**src/ssms_pkg.sv**
```systemverilog
// Package: shared constants, types and helpers for the sorted set search block.
`default_nettype none
package ssms_pkg;

    localparam int TABLE_DEPTH = 256;
    localparam int KEY_W       = 64;
    localparam int INDEX_W     = 8;
    localparam int COUNT_W     = 9;
    localparam int ADDR_W      = (TABLE_DEPTH > 1) ? $clog2(TABLE_DEPTH) : 1;
    localparam int CNT_W       = $clog2(TABLE_DEPTH + 1);
    localparam int QUEUE_DEPTH = 2;
    localparam int QPTR_W      = $clog2(QUEUE_DEPTH);
    localparam int QCNT_W      = $clog2(QUEUE_DEPTH + 1);

    typedef enum logic [0:0] {
        CMD_WRITE = 1'b0,
        CMD_QUERY = 1'b1
    } cmd_t;

    typedef logic signed [KEY_W-1:0] key_t;
    typedef logic [ADDR_W-1:0]       addr_t;
    typedef logic [CNT_W-1:0]        cnt_t;

    typedef struct packed {
        cmd_t  cmd;
        addr_t addr;
        key_t  key;
    } item_t;

    function automatic cnt_t sat_count(input logic [COUNT_W-1:0] count);
        if (int'(count) > TABLE_DEPTH) begin
            return CNT_W'(TABLE_DEPTH);
        end
        return CNT_W'(count);
    endfunction

endpackage
`default_nettype wire

```
**src/ssms_if.sv**
```systemverilog
// Interfaces: request, response and configuration channels.
`default_nettype none
interface ssms_req_if;
    logic                             valid;
    logic                             ready;
    logic [0:0]                       command;
    logic [ssms_pkg::INDEX_W-1:0]     entry_index;
    logic signed [ssms_pkg::KEY_W-1:0] key;

    modport source (output valid, output command, output entry_index, output key,
                    input ready);
    modport sink   (input valid, input command, input entry_index, input key,
                    output ready);
endinterface

`default_nettype wire

```
**src/ssms_front.sv**
```systemverilog
// Front end: accepts request items, drops out-of-range writes, stages items for the queue.
`default_nettype none
module ssms_front (
    input  wire logic          clk,
    input  wire logic          rst_n,
    ssms_req_if.sink           req,
    output ssms_pkg::item_t    push_item,
    output logic               push_valid,
    input  wire logic          push_ready
);
    import ssms_pkg::*;

    logic  stage_valid_reg;
    logic  stage_valid_next;
    item_t stage_item_reg;
    logic  accept;
    logic  keep;

    assign req.ready = !stage_valid_reg || push_ready;
    assign accept    = req.valid && req.ready;
    // writes beyond the table are discarded here
    assign keep      = (cmd_t'(req.command) == CMD_QUERY) ||
                       (int'(req.entry_index) < TABLE_DEPTH);

    always_comb
    begin
        stage_valid_next = stage_valid_reg && !push_ready;
        if (accept && keep)
        begin
            stage_valid_next = 1'b1;
        end
    end

    always_ff @(posedge clk or negedge rst_n)
    begin
        if (!rst_n)
        begin
            stage_valid_reg <= 1'b0;
        end
        else
        begin
            stage_valid_reg <= stage_valid_next;
        end
    end

    always_ff @(posedge clk)
    begin
        if (accept && keep)
        begin
            stage_item_reg.cmd  <= cmd_t'(req.command);
            stage_item_reg.addr <= ADDR_W'(req.entry_index);
            stage_item_reg.key  <= req.key;
        end
    end

    assign push_valid = stage_valid_reg;
    assign push_item  = stage_item_reg;

endmodule
`default_nettype wire

```
**src/flat_wrapper.sv**
```systemverilog
// flat-port wrapper written by rule: the top's interface ports become plain ports
module ssms_front_flat import ssms_pkg::*;
  (clk, rst_n, push_item, push_valid, push_ready, req_valid, req_command, req_entry_index, req_key, req_ready);
  ssms_req_if req_i ();
  input  wire logic clk;
  input  wire logic rst_n;
  output ssms_pkg::item_t push_item;
  output logic push_valid;
  input  wire logic push_ready;
  input wire logic [$bits(req_i.valid)-1:0] req_valid;
  input wire logic [$bits(req_i.command)-1:0] req_command;
  input wire logic [$bits(req_i.entry_index)-1:0] req_entry_index;
  input wire logic [$bits(req_i.key)-1:0] req_key;
  output wire logic [$bits(req_i.ready)-1:0] req_ready;
  assign req_i.valid = req_valid;
  assign req_i.command = req_command;
  assign req_i.entry_index = req_entry_index;
  assign req_i.key = req_key;
  assign req_ready = req_i.ready;
  ssms_front u_core (.clk(clk), .rst_n(rst_n), .req(req_i), .push_item(push_item), .push_valid(push_valid), .push_ready(push_ready));
endmodule
```
**config.mk**
```make
export PLATFORM = sky130hd
export DESIGN_NAME = ssms_front_flat
export DESIGN_NICKNAME = d
export VERILOG_FILES = /design/src/ssms_pkg.sv /design/src/ssms_if.sv /design/src/ssms_front.sv /design/src/flat_wrapper.sv
export SDC_FILE = /design/constraint.sdc
export NUM_CORES = 1
export LEC_CHECK = 0
export BUFFER_PORTS_ARGS = -buffer_cell sky130_fd_sc_hd__buf_2
export CAP_MARGIN = 20
export CORE_ASPECT_RATIO = 0.75
export CORE_MARGIN = 2
export CORE_UTILIZATION = 41
export DETAILED_ROUTE_END_ITERATION = 10
export PLACE_DENSITY = 0.79
export SYNTH_ARGS = -nofsm -noshare
export SYNTH_HDL_FRONTEND = slang
export SYNTH_SLANG_ARGS = --single-unit
export TNS_END_PERCENT = 50
```
**constraint.sdc**
```tcl
create_clock -name clk -period 2.05 [get_ports clk]
set_input_delay 0.5125 -clock clk [delete_from_list [all_inputs] [get_ports clk]]
set_output_delay 0.5125 -clock clk [all_outputs]
set_load 0.02 [all_outputs]
```
---- After elaboration in Yosys (flattened, before gate mapping) ----
Cells that the tools add are included.
operators by class
  mux-type cells .......................... 1
  reductions and logical operators ........ 5
operators by type and width
  operator           count
  1-bit logical AND  2
  1-bit logical NOT  2
  1-bit logical OR   1
  1-bit two-way mux  1
storage, ports and cells
  flip-flop bits (word level) ............. 74
  input port bits ......................... 77
  output and inout bits ................... 75
  word-level logic and storage cells ...... 10

---- Logic depth before layout (Yosys ltp) ----
  word-level depth ........................ 4
  gate-level depth with buffers ........... 2
  depth with buffers taken out ............ 2

---- Worst setup path after synthesis ----
Ideal clock, no wire load.
  kind .................................... input port to flip-flop
  from .................................... input port push_ready
  to ...................................... register u_core.stage_item_reg, in the netlist u_core.push_item[0] (enable)
  library setup time ...................... 380 ps
  arrival time ............................ 1278 ps
  data required time ...................... 1670 ps
  setup slack ............................. 392 ps
  stages on the path ...................... 2
  path buffers ............................ 0
  cells stage by stage .................... nand2b_4 -> and2_4
between the ends
  longest elaborated chain between the ends .. 2
ends and longest elaborated chain
  what                     RTL line           text
  from (decl)              flat_wrapper.sv:9  input wire logic push_ready;
  1-bit logical OR         ssms_front.sv:19   assign req.ready = !stage_valid_reg || push_ready;
  1-bit logical AND        ssms_front.sv:20   assign accept = req.valid && req.ready;
  named net u_core.accept  ssms_front.sv:16   logic accept;
  to (decl)                ssms_front.sv:15   item_t stage_item_reg;
The timed path passes the listed nets, and every way through them passes these cells.
A chain may end at the register's enable or synchronous reset.

---- Worst setup path after layout ----
  from .................................... register u_core.stage_valid_reg (netlist: u_core.push_valid)
  to ...................................... output port req_ready
between the ends
  longest elaborated chain between the ends .. 2
ends and longest elaborated chain
  what                    RTL line            text
  from (decl)             ssms_front.sv:13    logic stage_valid_reg;
  from (signal assigned)  ssms_front.sv:42    stage_valid_reg <= stage_valid_next;
  1-bit logical NOT       ssms_front.sv:19
  1-bit logical OR        ssms_front.sv:19
  to (decl)               flat_wrapper.sv:14  output wire logic [$bits(req_i.ready)-1:0] req_ready;
Every way passes these cells.

==> impl_results.md <==
* CP cell instances: nand2b_4, buf_2
* Initial core utilization at between 40% and 50%
* 1st-iter DRT viols at 88
* Final Net Count at about 320
* Final Hold Viols at 0
* Crit. End Element: output port
* Cell Count, Final, Fillers Out at around 320
* Crit path DAT at slightly below 1 ns
* Max_cap viols at 0
* Clock Pin Slew Worst Setup and Hold Paths at about 0.07 ns
* Final Setup Violations at 0
* Fill cell count at approximately 400
* Io pins at 152
* ANT cells at 0
* Peak VDD IR at about 0.58 mV
* Tightest Pin Transition at between 0.15 and 0.2 ns
* Combinational family with the most area after synthesis: simple AND/OR/NAND/NOR gates
* Worst Path Required at 1.54 ns
* Initial antenna violation count at 0
* Kind of critical path: reg -> out
* Post-synthesis simple-gate area fraction at under 10%
* Hold Path Depth at 1
* Power Density at slightly above 1000 nW/um^2
* Final Skew at between 0.004 and 0.005 ns
* Wire per inst at approximately 15 um
* Max transition margin at between 80% and 90%
* Synth cell count leaders: 73 x edfxtp_1, 1 x and2_4, 1 x dfrtp_1, 1 x nand2b_1, 1 x nand2b_4
* Die Height at 68.1 um
* Worst R2R End: u_core.push_item[44]
* Crit path time final at about 1.5 ns
* Place WS at between 0.5 and 0.6 ns
* Synth Instances at 77
* Share of layout cells above drive strength 1 at 69.1%
* Hold_sp: req_key[5]
* Yosys cell types at 5
* I/O Buffers at ~150
* Slowest stage delay, CP at about 0.41 ns
* Mapped Nets at ~150
* Mux contribution to synthesized area at 0%
* Core Rows at 23
* Clock buffer depth at 2
* Number of synthesis warnings at 0
* Complex-gate fraction of the synthesized area at 0%
* Synth Register Bits at 74
* Average cell area after synthesis at between 20 and 30 sq um
* Synth Area in Adders at 0%
* Clk_lat worst skew at around 0.33 ns
* Reg2reg start: u_core.push_valid
* Area leader, netlist: edfxtp_1
* Crit path max fanout at 3
* Synth area leaders: edfxtp_1 98%, dfrtp_1 1.1%, nand2b_4 0.61%, and2_4 0.39%, nand2b_1 0.28%
* GRT Total Usage at about 16%
* Routed WL at approximately 5 mm
* Top-area cell type share of the netlist area at a little over nine tenths
* CTS root buffer: clkbuf_8
* Final setup TNS at 0 ns
* GRT overflow at 0
* Gpl congestion at 0.734
* Largest net degree at the start of global routing at 40
* CTS tree: yes
* Pleak at ~1.5 nW
* Buf+Inv Stages, Crit Path at 1
* Most common cell in the netlist: edfxtp_1
* Vias per cell at between 4 and 5
* Setup WS post-layout at 0.549 ns
* # DRC at 0
* Global-route wire length before repair at 6.54 mm
* CP max stage cell: dfrtp_1
* Post-synth top flop: edfxtp_1
* Flop2flop setup slack at about 0.78 ns
* Unrepaired setup endpoints after global routing: false
* Register-to-Register Path Depth at 3
* CTS sink count at 74
* Worst hold endpoint: u_core.push_item[5]
* Post-Synthesis Cell Area at between 2000 and 2500 sq um
* DIE AREA at 6090 sq um
* Routed Antenna Nets at 0
* Placed Instances at 305
* Total Power at 3.41 mW
* Core area at 5320 sq um
* Worst setup SP type: flop
* Outcome: complete, no violations
* Routed vias at between 1k and 1.5k
* Highest Clock Rate at around 670 MHz
* Min-Delay Path Class: in -> reg
* First-pass iteration count of the detailed router at 4
* Tcrit/Tclk final at about three quarters
* Die width at roughly 90 um
* Max Slew Vio Count at 0
* Layout area overhead at 50.7%
* Depth of the CTS H-tree at 3
* CP top delay family: flip-flops
* Register area share after synthesis at between 90% and 100%
* Post-Synth XOR/XNOR Area at 0%
* Vias in the first global route at roughly 1.3k
* Cts bufs inserted at 9
* Asr flop ratio synth at between 1 and 1.5%
* Number of synthesized flops with an enable pin at 73
## cells in the final DEF (no fill, tap or decap), drive strengths merged
| cell | instances |
|---|---|
| and2 | 1 |
| buf | 153 |
| bufinv | 3 |
| clkbuf | 9 |
| clkinv | 1 |
| clkinvlp | 1 |
| dfrtp | 1 |
| dlygate4sd3 | 1 |
| edfxtp | 73 |
| inv | 1 |
| nand2b | 2 |
## power by group
part / switching, mW / leakage (nW) / total (mW) / internal, mW
clock network: 0.520 / 0.116 / 1.33 / 0.808
logic: 0.188 / 0.631 / 0.305 / 0.117
registers: 0.0209 / 0.706 / 1.78 / 1.76
total: 0.729 / 1.45 / 3.41 / 2.69
## stage by stage
step                hold WS [ns]  cell area [sq um]  util (%)
global placement           0.290               3140      58.9
floorplan                  0.217               2250         -
finish                     0.354               3380      63.6
CTS                        0.328               3380      63.6
detailed placement         0.291               3140      58.9
global route               0.328               3380      63.6
## cells by family after synthesis
family | count (synthesis)
flops | 74
simple gates | 3
## sequential cells by signal (all words and copies together) (netlist names)
| signal | flops |
|---|---|
| u_core.push_valid | 1 |
| u_core.push_item | 73 |
## worst register-to-register path: cells and delay by family, from the launching register on
kind | cells | cell delay (ns)
DFF | 1 | 0.41
and+or+nand+nor | 2 | 0.31
buffers and inverters | 1 | 0.23
## layer usage
metal	share of wire (%)	vias up	routed length [um]	track usage [%]
met3	9.0	6	440	7.48
met5	0	-	0	0
met4	1.2	0	59	7.28
met1	35	644	1680	15.5
met2	55	83	2680	28.2
li1	-	636	-	-
## how the worst max path moves through the flow
stage	from	endpoint	slack [ns]	cells past startpoint
6_report	u_core.push_valid	req_ready	0.55	2
5_1_grt	u_core.push_valid	req_ready	0.49	2
4_1_cts	u_core.push_valid	req_ready	0.52	2
3_5_place_dp	push_ready	u_core.push_item[48]	0.55	4
3_3_place_gp	push_ready	u_core.push_item[7]	0.57	4
2_1_floorplan	push_ready	u_core.push_item[0]	0.39	2
## repair_timing
item                      CTS  global route
buffers inserted            0             0
gates resized for setup     0             0
hold endpoints to repair    1             0
hold buffers                1             0
## area by class of cell
type / count / area [sq um] / share of cell area (%)
timing repair buffer: 154 / 806 / 23.8
tap: 75 / 93.8 / 2.77
multi-input combinational: 3 / 28.8 / 0.850
clock inverter: 6 / 115 / 3.40
sequential: 74 / 2220 / 65.5
clock buffer: 9 / 124 / 3.66
Power figures use the tool's default switching activity.
