<file path="src/ssms_pkg.sv">
// Package: shared constants, types and helpers for the sorted set search block.
`default_nettype none
package ssms_pkg;

    localparam int TABLE_DEPTH = 256;
    localparam int KEY_W       = 64;
    localparam int INDEX_W     = 8;
    localparam int COUNT_W     = 9;
    localparam int ADDR_W      = (TABLE_DEPTH > 1) ? $clog2(TABLE_DEPTH) : 1;
    localparam int CNT_W       = $clog2(TABLE_DEPTH + 1);
    localparam int QUEUE_DEPTH = 2;
    localparam int QPTR_W      = $clog2(QUEUE_DEPTH);
    localparam int QCNT_W      = $clog2(QUEUE_DEPTH + 1);

    typedef enum logic [0:0] {
        CMD_WRITE = 1'b0,
        CMD_QUERY = 1'b1
    } cmd_t;

    typedef logic signed [KEY_W-1:0] key_t;
    typedef logic [ADDR_W-1:0]       addr_t;
    typedef logic [CNT_W-1:0]        cnt_t;

    typedef struct packed {
        cmd_t  cmd;
        addr_t addr;
        key_t  key;
    } item_t;

    function automatic cnt_t sat_count(input logic [COUNT_W-1:0] count);
        if (int'(count) > TABLE_DEPTH) begin
            return CNT_W'(TABLE_DEPTH);
        end
        return CNT_W'(count);
    endfunction

endpackage
`default_nettype wire

</file>
<file path="src/ssms_queue.sv">
// Short FIFO between front end and search engine.
`default_nettype none
module ssms_queue (
    input  wire logic             clk,
    input  wire logic             rst_n,
    input  wire ssms_pkg::item_t  push_item,
    input  wire logic             push_valid,
    output logic                  push_ready,
    output ssms_pkg::item_t       pop_item,
    output logic                  pop_valid,
    input  wire logic             pop_ready
);
    import ssms_pkg::*;

    item_t               slots [QUEUE_DEPTH];
    logic [QPTR_W-1:0]   wr_ptr_reg;
    logic [QPTR_W-1:0]   rd_ptr_reg;
    logic [QCNT_W-1:0]   fill_reg;
    logic [QPTR_W-1:0]   wr_ptr_next;
    logic [QPTR_W-1:0]   rd_ptr_next;
    logic [QCNT_W-1:0]   fill_next;
    logic                do_push;
    logic                do_pop;

    assign push_ready = (int'(fill_reg) < QUEUE_DEPTH);
    assign pop_valid  = (fill_reg != '0);
    assign pop_item   = slots[rd_ptr_reg];
    assign do_push    = push_valid && push_ready;
    assign do_pop     = pop_valid && pop_ready;

    always_comb
    begin
        wr_ptr_next = wr_ptr_reg;
        rd_ptr_next = rd_ptr_reg;
        fill_next   = fill_reg;
        if (do_push)
        begin
            wr_ptr_next = (int'(wr_ptr_reg) == QUEUE_DEPTH - 1) ? '0 : wr_ptr_reg + 1'b1;
        end
        if (do_pop)
        begin
            rd_ptr_next = (int'(rd_ptr_reg) == QUEUE_DEPTH - 1) ? '0 : rd_ptr_reg + 1'b1;
        end
        if (do_push && !do_pop)
        begin
            fill_next = fill_reg + 1'b1;
        end
        else if (do_pop && !do_push)
        begin
            fill_next = fill_reg - 1'b1;
        end
    end

    always_ff @(posedge clk or negedge rst_n)
    begin
        if (!rst_n)
        begin
            wr_ptr_reg <= '0;
            rd_ptr_reg <= '0;
            fill_reg   <= '0;
        end
        else
        begin
            wr_ptr_reg <= wr_ptr_next;
            rd_ptr_reg <= rd_ptr_next;
            fill_reg   <= fill_next;
        end
    end

    always_ff @(posedge clk)
    begin
        if (do_push)
        begin
            slots[wr_ptr_reg] <= push_item;
        end
    end

endmodule
`default_nettype wire

</file>
<file path="config.mk">
export PLATFORM = sky130hd
export DESIGN_NAME = ssms_queue
export DESIGN_NICKNAME = d
export VERILOG_FILES = /design/src/ssms_pkg.sv /design/src/ssms_queue.sv
export SDC_FILE = /design/constraint.sdc
export NUM_CORES = 1
export LEC_CHECK = 0
export BUFFER_PORTS_ARGS = -buffer_cell sky130_fd_sc_hd__buf_2
export CORE_MARGIN = 3
export CORE_UTILIZATION = 56
export CTS_BUF_LIST = sky130_fd_sc_hd__clkbuf_4 sky130_fd_sc_hd__clkbuf_8 sky130_fd_sc_hd__clkbuf_16
export DETAILED_ROUTE_END_ITERATION = 16
export PLACE_DENSITY = 0.87
export SYNTH_ARGS = -nofsm -noshare
export SYNTH_HDL_FRONTEND = slang
export SYNTH_SLANG_ARGS = --single-unit
</file>
<file path="constraint.sdc">
create_clock -name clk -period 11.1 [get_ports clk]
set_input_delay 1.11 -clock clk [delete_from_list [all_inputs] [get_ports clk]]
set_output_delay 1.11 -clock clk [all_outputs]
set_load 0.02 [all_outputs]
</file>
[Word-level counts from Yosys, hierarchy flattened]
Memory sizes are Yosys's and may differ from the RTL's.
Index checks and enable logic that the tools add are counted.
Operators by class
  order comparisons: 1
  reduce and logical (&&, ||, !) cells: 8
  mux-type cells: 6
  $add $sub $neg: 4
Operators with widths (count)
  $logic_and A1 B1 Y1: 4
  $mux W1: 4
  $mux W2: 2
  $reduce_bool A2 Y1: 2
  $add A1 B1 Y1 const B: 2
  $add A2 B1 Y2 const B: 1
  $logic_not A1 Y1: 2
  $lt A2 B2 Y1 const B: 1
  $sub A2 B1 Y2 const B: 1
Storage, ports and cells
  output and inout bits: 75
  memories kept: 1
  register bits: 4
  RAM bits: 146
  word-level logic and storage cells: 23
  input bits: 77
Memories
  slots: depth 2, bits a word 73, read ports 1, clocked after memory_dff 0, write ports 1, RTL line ssms_queue.sv:15  | item_t slots [QUEUE_DEPTH];

[Longest topological paths before layout]
Gate-level depths: netlist of run 1.
  depth in word-level cells: 6
  gate-level depth with buffers: 6

[Least setup slack after synthesis of run 1]
No wires, ideal clock.
  path kind: input to register
  start: in push_valid
  end: mem slots[0][0] in the netlist's numbering (enable)
  stages on the path: 2
  arrival time: 4622 ps
  setup time: 513 ps
  slack: 5965 ps
  buffers on the path: 0
  cells stage by stage: nor2b_1 > nor2b_1
On the way
  cells in the longest elaborated chain, start to end: 3
RTL lines
  start: declaration: RTL line ssms_queue.sv:7  | input wire logic push_valid,
  $logic_and A1 B1 Y1: RTL line ssms_queue.sv:28  | assign do_push = push_valid && push_ready;
  $mux W1: RTL line ssms_queue.sv:72  | if (do_push)
  $mux W1 (implied by the code): RTL line ssms_queue.sv:74  | slots[wr_ptr_reg] <= push_item;
  end: declaration: RTL line ssms_queue.sv:15
Every way passes these cells.

==> results.rst, run 1 <==
.. list-table::
   :header-rows: 1

   * - Metric
     - Value
   * - Outcome
     - completed
   * - Starting utilization of the core area
     - approximately 58%
   * - Total Routing Usage GR
     - around 17%
   * - Placed cell count
     - approximately 520
   * - Crit path max fanout
     - 43
   * - Number of endpoints with negative hold slack in the final report
     - 0
   * - Yosys reg bits
     - 150
   * - Type of the worst setup path
     - reg2out
   * - DR iter-0 viols
     - ~150
   * - Overall routed net length
     - just under 10000 um
   * - Worst hold path class
     - in2async
   * - CP Buf/Inv Count
     - 2
   * - Antenna Diode Count
     - 0
   * - Fin Clk Skew
     - 0.00970 ns
   * - Initial antenna violation count
     - 0
   * - Residual antenna-violating net count after detailed routing
     - 0
   * - Required time of the critical path
     - 9.99 ns
   * - Horizontal die dimension
     - around 110 um
   * - CTS clock-pin slew for the worst setup and hold paths
     - around 0.060 ns
   * - Critical Path, Cell by Cell
     - buf_4 -> mux2_2 -> buf_2
   * - Peak supply drop
     - ~180 uV
   * - Accumulated negative setup slack
     - 0 ns
   * - Number of buffers inserted by post-CTS setup repair
     - 0
   * - Via count
     - 2808
   * - Area leader, netlist
     - edfxtp_1
   * - DRC Markers
     - 0
   * - Post-Synthesis Mean Instance Area
     - roughly 23 sq um
   * - Max-slew violation count
     - 0
   * - Placer's final routability congestion estimate
     - 0.711
   * - Share of the synthesized area in the top cell type
     - 76.8%
   * - Period minus WS final
     - ~3.7 ns
   * - Std-Cell Rows
     - 36
   * - Worst Max-Slew Pin Slew
     - about 0.98 ns
   * - CTS Sinks
     - 150
   * - Layout overhead on the synthesized area
     - 25.1%
   * - Number of primary I/O pins
     - roughly 150
   * - Max_cap viols
     - 0
   * - RSZ-0062 raised after global routing
     - no
   * - Sequential cell area fraction in the yosys report
     - about four fifths
   * - CTS root buffer
     - clkbuf_8
   * - Max H-tree Level
     - 4
   * - Count of instances resized after the clock tree is built
     - 0
   * - # port buffers
     - approximately 150
   * - Sum of overflow across all layers after global routing
     - 0
   * - Final setup violating endpoints
     - 0
   * - Number of distinct library cells after synthesis
     - 15
   * - Area of the placeable core
     - just under 10000 sq um
   * - Nature of the critical path endpoint
     - primary output
   * - Worst setup slack after placement
     - ~7.9 ns
   * - Peak Freq
     - roughly 0.27 GHz
   * - Vias in the first global route
     - about 2900
   * - Net count after synthesis
     - around 320
   * - Hpwl dp
     - a little over 6000 um
   * - Mean routed wirelength per cell
     - 17.4 um
   * - Fill cell instance count of the final layout
     - around 600
   * - Mapped cell area
     - approximately 5700 sq um
   * - Leakage
     - between 2 and 3 nW
   * - Drt first pass iters
     - 4
   * - Share of layout cells above drive strength 1
     - roughly 62%
   * - Cts hold-fix bufs
     - 0
   * - Largest net degree at the start of global routing
     - 74
   * - Number of buffers created by CTS
     - 17
   * - Data arrival time of the critical path
     - 2.61 ns
   * - Global-route wire length before repair
     - 14800 um
   * - Largest delay contributor family on the critical path
     - buffers and inverters
   * - Overall die area
     - between 10000 and 15000 sq um
   * - Maximum single-stage delay on the critical path
     - between 0.7 and 0.8 ns
   * - Top post-synthesis cells by area
     - edfxtp_1, mux2_4, mux2_2
   * - Final critical-path share of the clock period
     - 33.5%
   * - Maximum buffer depth of the clock tree
     - 2
   * - Net total in the final layout
     - between 400 and 500
   * - Final core utilization
     - 72.4%
   * - Tightest slew margin relative to the limit
     - 34.7%
   * - Pwr/cell area
     - roughly 270 nW/um^2
   * - Die span in y
     - ~110 um
   * - Number of warnings reported in the yosys synthesis log
     - 0
   * - Cells after Synth
     - roughly 240
   * - Crit start category
     - flip-flop
   * - Post-Layout Cell Count
     - 554
   * - Worst path slowest cell
     - dfrtp_4
   * - Post-route setup slack
     - 7.38 ns
   * - Via/cell ratio
     - slightly above 5
   * - Number of flip-flops under the largest register name
     - between 100 and 150
   * - CTS tree
     - yes
   * - Worst-skew pair later-pin latency
     - about 0.51 ns
==> cells by family (layout without fill, tap and decap cells) <==
kind of cell | Yosys count | after routing | share of synthesized area [%]
flops | 150 | 150 | 78.6
mux | 73 | 73 | 18.3
buf+inv | 9 | 186 | 1.53
simple gates | 6 | 6 | 0.570
xor+xnor | 5 | 5 | 0.767
fa+ha+maj | 1 | 1 | 0.219
==> worst paths after layout <==
path	startpoint	slack, ns	end	depth (start not counted)
hold reg to reg	fill_reg[0]	0.52	fill_reg[0]	1
setup reg to reg	fill_reg[1]	9.03	slots[0][34]	3
setup / recovery	rd_ptr_reg	7.38	pop_item[52]	3
max in group asynchronous	rst_n	10.56	rd_ptr_reg	1
min in group clk	fill_reg[0]	0.52	fill_reg[0]	1
hold / removal	rst_n	0.40	fill_reg[1]	1
==> report_power, final <==
group          switching (W)  leakage [nW]  internal [W]
Clock               0.000208         0.275      0.000326
Sequential         0.0000580          1.39      0.000746
Combinational       0.000325          1.20      0.000275
==> area by class of cell <==
class / count / area [sq um] / share of cell area [%]
Sequential cell: 150 / 4490 / 62.9
Multi-Input combinational cell: 85 / 1150 / 16.1
Tap cell: 133 / 166 / 2.33
Inverter: 1 / 3.75 / 0.0526
Timing Repair Buffer: 153 / 771 / 10.8
Clock inverter: 12 / 128 / 1.79
Clock buffer: 20 / 437 / 6.12
==> cells in the final DEF, fill, tap and decap left out <==
cell type / Yosys / layout
inv_1: 1 / 1
clkbuf_8: 0 / 1
dfrtp_1: 4 / 3
nand2_1: 1 / 1
nor2_1: 1 / 1
buf_4: 0 / 2
nor2b_4: 0 / 1
clkinv_2: 0 / 2
clkbuf_16: 0 / 16
edfxtp_1: 146 / 146
buf_2: 1 / 151
xnor2_1: 3 / 3
and2_4: 0 / 1
inv_6: 0 / 2
clkinv_1: 0 / 2
ha_1: 1 / 1
dfrtp_4: 0 / 1
nor2b_1: 2 / 1
xor2_1: 2 / 2
mux2_2: 13 / 13
clkinv_4: 0 / 2
bufinv_16: 0 / 2
clkbuf_4: 0 / 3
clkinvlp_4: 0 / 2
mux2_4: 60 / 60
or2_2: 1 / 1
==> routing by layer <==
layer  vias up  wire (um)  track usage [%]
li1       1290          -                -
met1      1379       3980             22.1
met2       126       4830             27.0
met3        13        700             6.20
met4         0        152             7.67
met5         -          0                0
==> cell usage after synthesis <==
library cell / instances
and2_1: 1
nor2_1: 1
buf_6: 7
edfxtp_1: 146
buf_2: 1
ha_1: 1
mux2_4: 60
inv_1: 1
xor2_1: 2
nor2b_1: 2
nand2_1: 1
mux2_2: 13
dfrtp_1: 4
or2_2: 1
xnor2_1: 3
==> through the flow <==
stage	cell area [sq um]	hold slack [ns]	power [W]
finish	7140	0.398	0.00194
global route	7140	0.367	0.00202
CTS	7140	0.366	0.00196
detailed placement	6580	0.514	0.00142
global placement	6580	0.491	0.00141
floorplan	5710	0.455	0.00128
Note: power is estimated with default switching activity, not from simulation.
==> inputs of run 2 (changes only) <==
Settings changed: CORE_UTILIZATION 56 to 52, PLACE_DENSITY 0.87 to 0.82.
Clock period 11.1 ns to 3.5 ns, I/O delays scaled along.
==> run 2 against run 1 <==
- register-to-register slack got worse by 7.6 ns
- global-route usage decreased by 1.0 points
- setup slack got worse by 6.5 ns
- critical path depth unchanged
- clock skew decreased by 0.0041 ns
- hold slack got worse by 0.37 ns
- final area increased by 3.8%
- power increased to 3.3 times the previous value
- critical path type unchanged
- critical endpoint is now pop_item[40]
- largest power group unchanged
==> results.rst, run 2 (same netlist as run 1, synthesis figures left out) <==
.. list-table::
   :header-rows: 1

   * - Metric
     - Value
   * - Hpwl dp
     - roughly 6400 um
   * - Crit start category
     - flip-flop
   * - Worst Max-Slew Pin Slew
     - slightly below 1 ns
   * - Antenna Diode Count
     - 0
   * - Overall die area
     - between 10000 and 15000 sq um
   * - Required time of the critical path
     - approximately 3.2 ns
   * - Outcome
     - completed
   * - Via count
     - around 2800
   * - Post-Layout Cell Count
     - approximately 570
   * - Worst hold path class
     - in2reg
   * - Largest net degree at the start of global routing
     - 74
   * - Drt first pass iters
     - 4
   * - Maximum buffer depth of the clock tree
     - 2
   * - Critical R2R Launch
     - fill_reg[1]
   * - RSZ-0062 raised after global routing
     - no
   * - Layout overhead on the synthesized area
     - 29.8%
   * - Instance count along the most critical hold path
     - 1
   * - Leakage
     - ~3.0 nW
   * - Most frequent cells in the layout
     - buf_2, edfxtp_1, mux2_4
   * - Max_cap viols
     - 0
   * - Tightest slew margin relative to the limit
     - roughly a third
   * - # port buffers
     - approximately 150
   * - Worst setup slack after placement
     - ~1.3 ns
   * - Accumulated negative setup slack
     - 0 ns
   * - Pwr/cell area
     - just under 900 nW/um^2
   * - Worst-skew pair later-pin latency
     - roughly 0.5 ns
   * - Vias in the first global route
     - ~3000
   * - Mean routed wirelength per cell
     - 17.1 um
   * - DR iter-0 viols
     - roughly 100
   * - Initial antenna violation count
     - 0
   * - Worst r2r dst
     - slots[0][33]
   * - Number of primary I/O pins
     - 152
   * - Area of the placeable core
     - between 10000 and 15000 sq um
   * - Peak supply drop
     - slightly above 500 uV
   * - Total area of multi-input combinational cells
     - between 1000 and 1500 sq um
   * - Via/cell ratio
     - around 4.9
   * - Overall routed net length
     - slightly below 10000 um
   * - Reg2reg path depth
     - 3
   * - CTS Sinks
     - 150
   * - CP Buf/Inv Count
     - 2
   * - CTS clock-pin slew for the worst setup and hold paths
     - roughly 0.060 ns
   * - CP Depth
     - 3
   * - Total Routing Usage GR
     - 16.3%
   * - Placed cell count
     - about 530
   * - Reg area
     - ~4500 sq um
   * - Die span in y
     - roughly 110 um
   * - Leading cell type in the layout, fill and taps excluded
     - buf_2
   * - CTS root buffer
     - clkbuf_8
   * - Fin Clk Skew
     - roughly 0.0056 ns
   * - Net total in the final layout
     - about 500
   * - CTS tree
     - yes
   * - Number of buffers created by CTS
     - 17
   * - Sink of the worst hold path
     - slots[0][11]
   * - Number of endpoints with negative hold slack in the final report
     - 0
   * - Residual antenna-violating net count after detailed routing
     - 0
   * - Type of the worst setup path
     - reg2out
   * - Final core utilization
     - a little over two thirds
   * - Placer's final routability congestion estimate
     - slightly above 0.7
   * - Internal reg-to-reg setup slack
     - between 1 and 1.5 ns
   * - Met1 track demand over resource in global routing
     - about a fifth
   * - Fill cell instance count of the final layout
     - about 630
   * - Final setup violating endpoints
     - 0
   * - Share of layout cells above drive strength 1
     - ~61%
   * - Number of flip-flops under the largest register name
     - between 100 and 150
   * - Maximum single-stage delay on the critical path
     - ~0.91 ns
   * - Period minus WS final
     - 2.65 ns
   * - Final critical-path share of the clock period
     - 75.7%
   * - Busiest layer in global routing
     - met2
   * - Fraction of met3 tracks used by global routing
     - roughly 6.3%
   * - Met2 layer usage reported by global route
     - between 20% and 30%
   * - Largest delay contributor family on the critical path
     - flip-flops
   * - Nature of the critical path endpoint
     - primary output
   * - Number of buffers inserted by post-CTS setup repair
     - 0
   * - Max H-tree Level
     - 4
   * - Starting utilization of the core area
     - a little over half
   * - Post-route setup slack
     - approximately 0.85 ns
   * - DRC Markers
     - 0
   * - Crit path max fanout
     - 41
   * - Hold wc startpoint
     - push_item[11]
   * - Std-Cell Rows
     - 37
   * - Global-route wire length before repair
     - 15300 um
   * - Horizontal die dimension
     - 111 um
   * - Worst path slowest cell
     - dfrtp_4
   * - Max-slew violation count
     - 0
   * - Data arrival time of the critical path
     - 2.30 ns
   * - Peak Freq
     - between 0.3 and 0.4 GHz
   * - Sum of overflow across all layers after global routing
     - 0
   * - Critical Path, Cell by Cell
     - buf_4 -> mux2_2 -> buf_2
-- run 2: changes by cell type in the layout (fill, tap and decap cells not counted) --
cell	change
dlygate4sd3_1	+14
clkinv_1	-2
clkinv_4	-2
bufinv_16	+3
inv_6	-2
clkbuf_8	+3
buf_4	+2
buf_12	+1
-- run 2: final cells by class --
cell class              count  area share, %
repair buffers            170           12.8
clock buffers              23           6.45
well taps                 136           2.30
multi-input cells          85           15.5
clock inverters             9           2.36
inverters                   1         0.0507
flip-flops and latches    150           60.6
-- run 2: metrics by stage --
stage	instance area, sq um	hold slack (ns)	power (W)
final	7410	0.0251	0.00644
after CTS	7380	0.000416	0.00651
after global routing	7410	0.000151	0.00673
after floorplan	5710	0.0544	0.00404
after detailed placement	6610	0.166	0.00454
after global placement	6610	0.161	0.00450
-- run 2: how the worst max path moves through the flow --
stage,start,to,slack [ns]
2_1_floorplan,fill_reg[1],slots[0][0],0.51
3_3_place_gp,push_valid,slots[0][62],1.36
3_5_place_dp,push_valid,slots[0][33],1.35
4_1_cts,rd_ptr_reg,pop_item[40],0.80
5_1_grt,rd_ptr_reg,pop_item[40],0.72
6_report,rd_ptr_reg,pop_item[40],0.85
-- run 2: power breakdown --
| part | switching (W) | internal [W] |
|---|---|---|
| Sequential | 0.000211 | 0.00236 |
| Combinational | 0.00101 | 0.000905 |
| Clock | 0.000642 | 0.00131 |
| Total | 0.00187 | 0.00457 |
-- run 2: repair_timing --
action / CTS / global route
hold endpoints to repair: 23 / 5
hold buffers: 11 / 3
resized for setup: 0 / 0
-- run 2: worst reg2reg max path, delay by kind of cell (launching register included) --
kind,cells,cell delay [ns]
buf+inv,1,0.39
simple gates,2,0.99
flops,1,0.40
-- run 2: layer usage --
metal	vias up	wire [um]
met5	-	0
met4	0	164
met3	17	728
met2	109	5010
met1	1380	3890
li1	1323	-
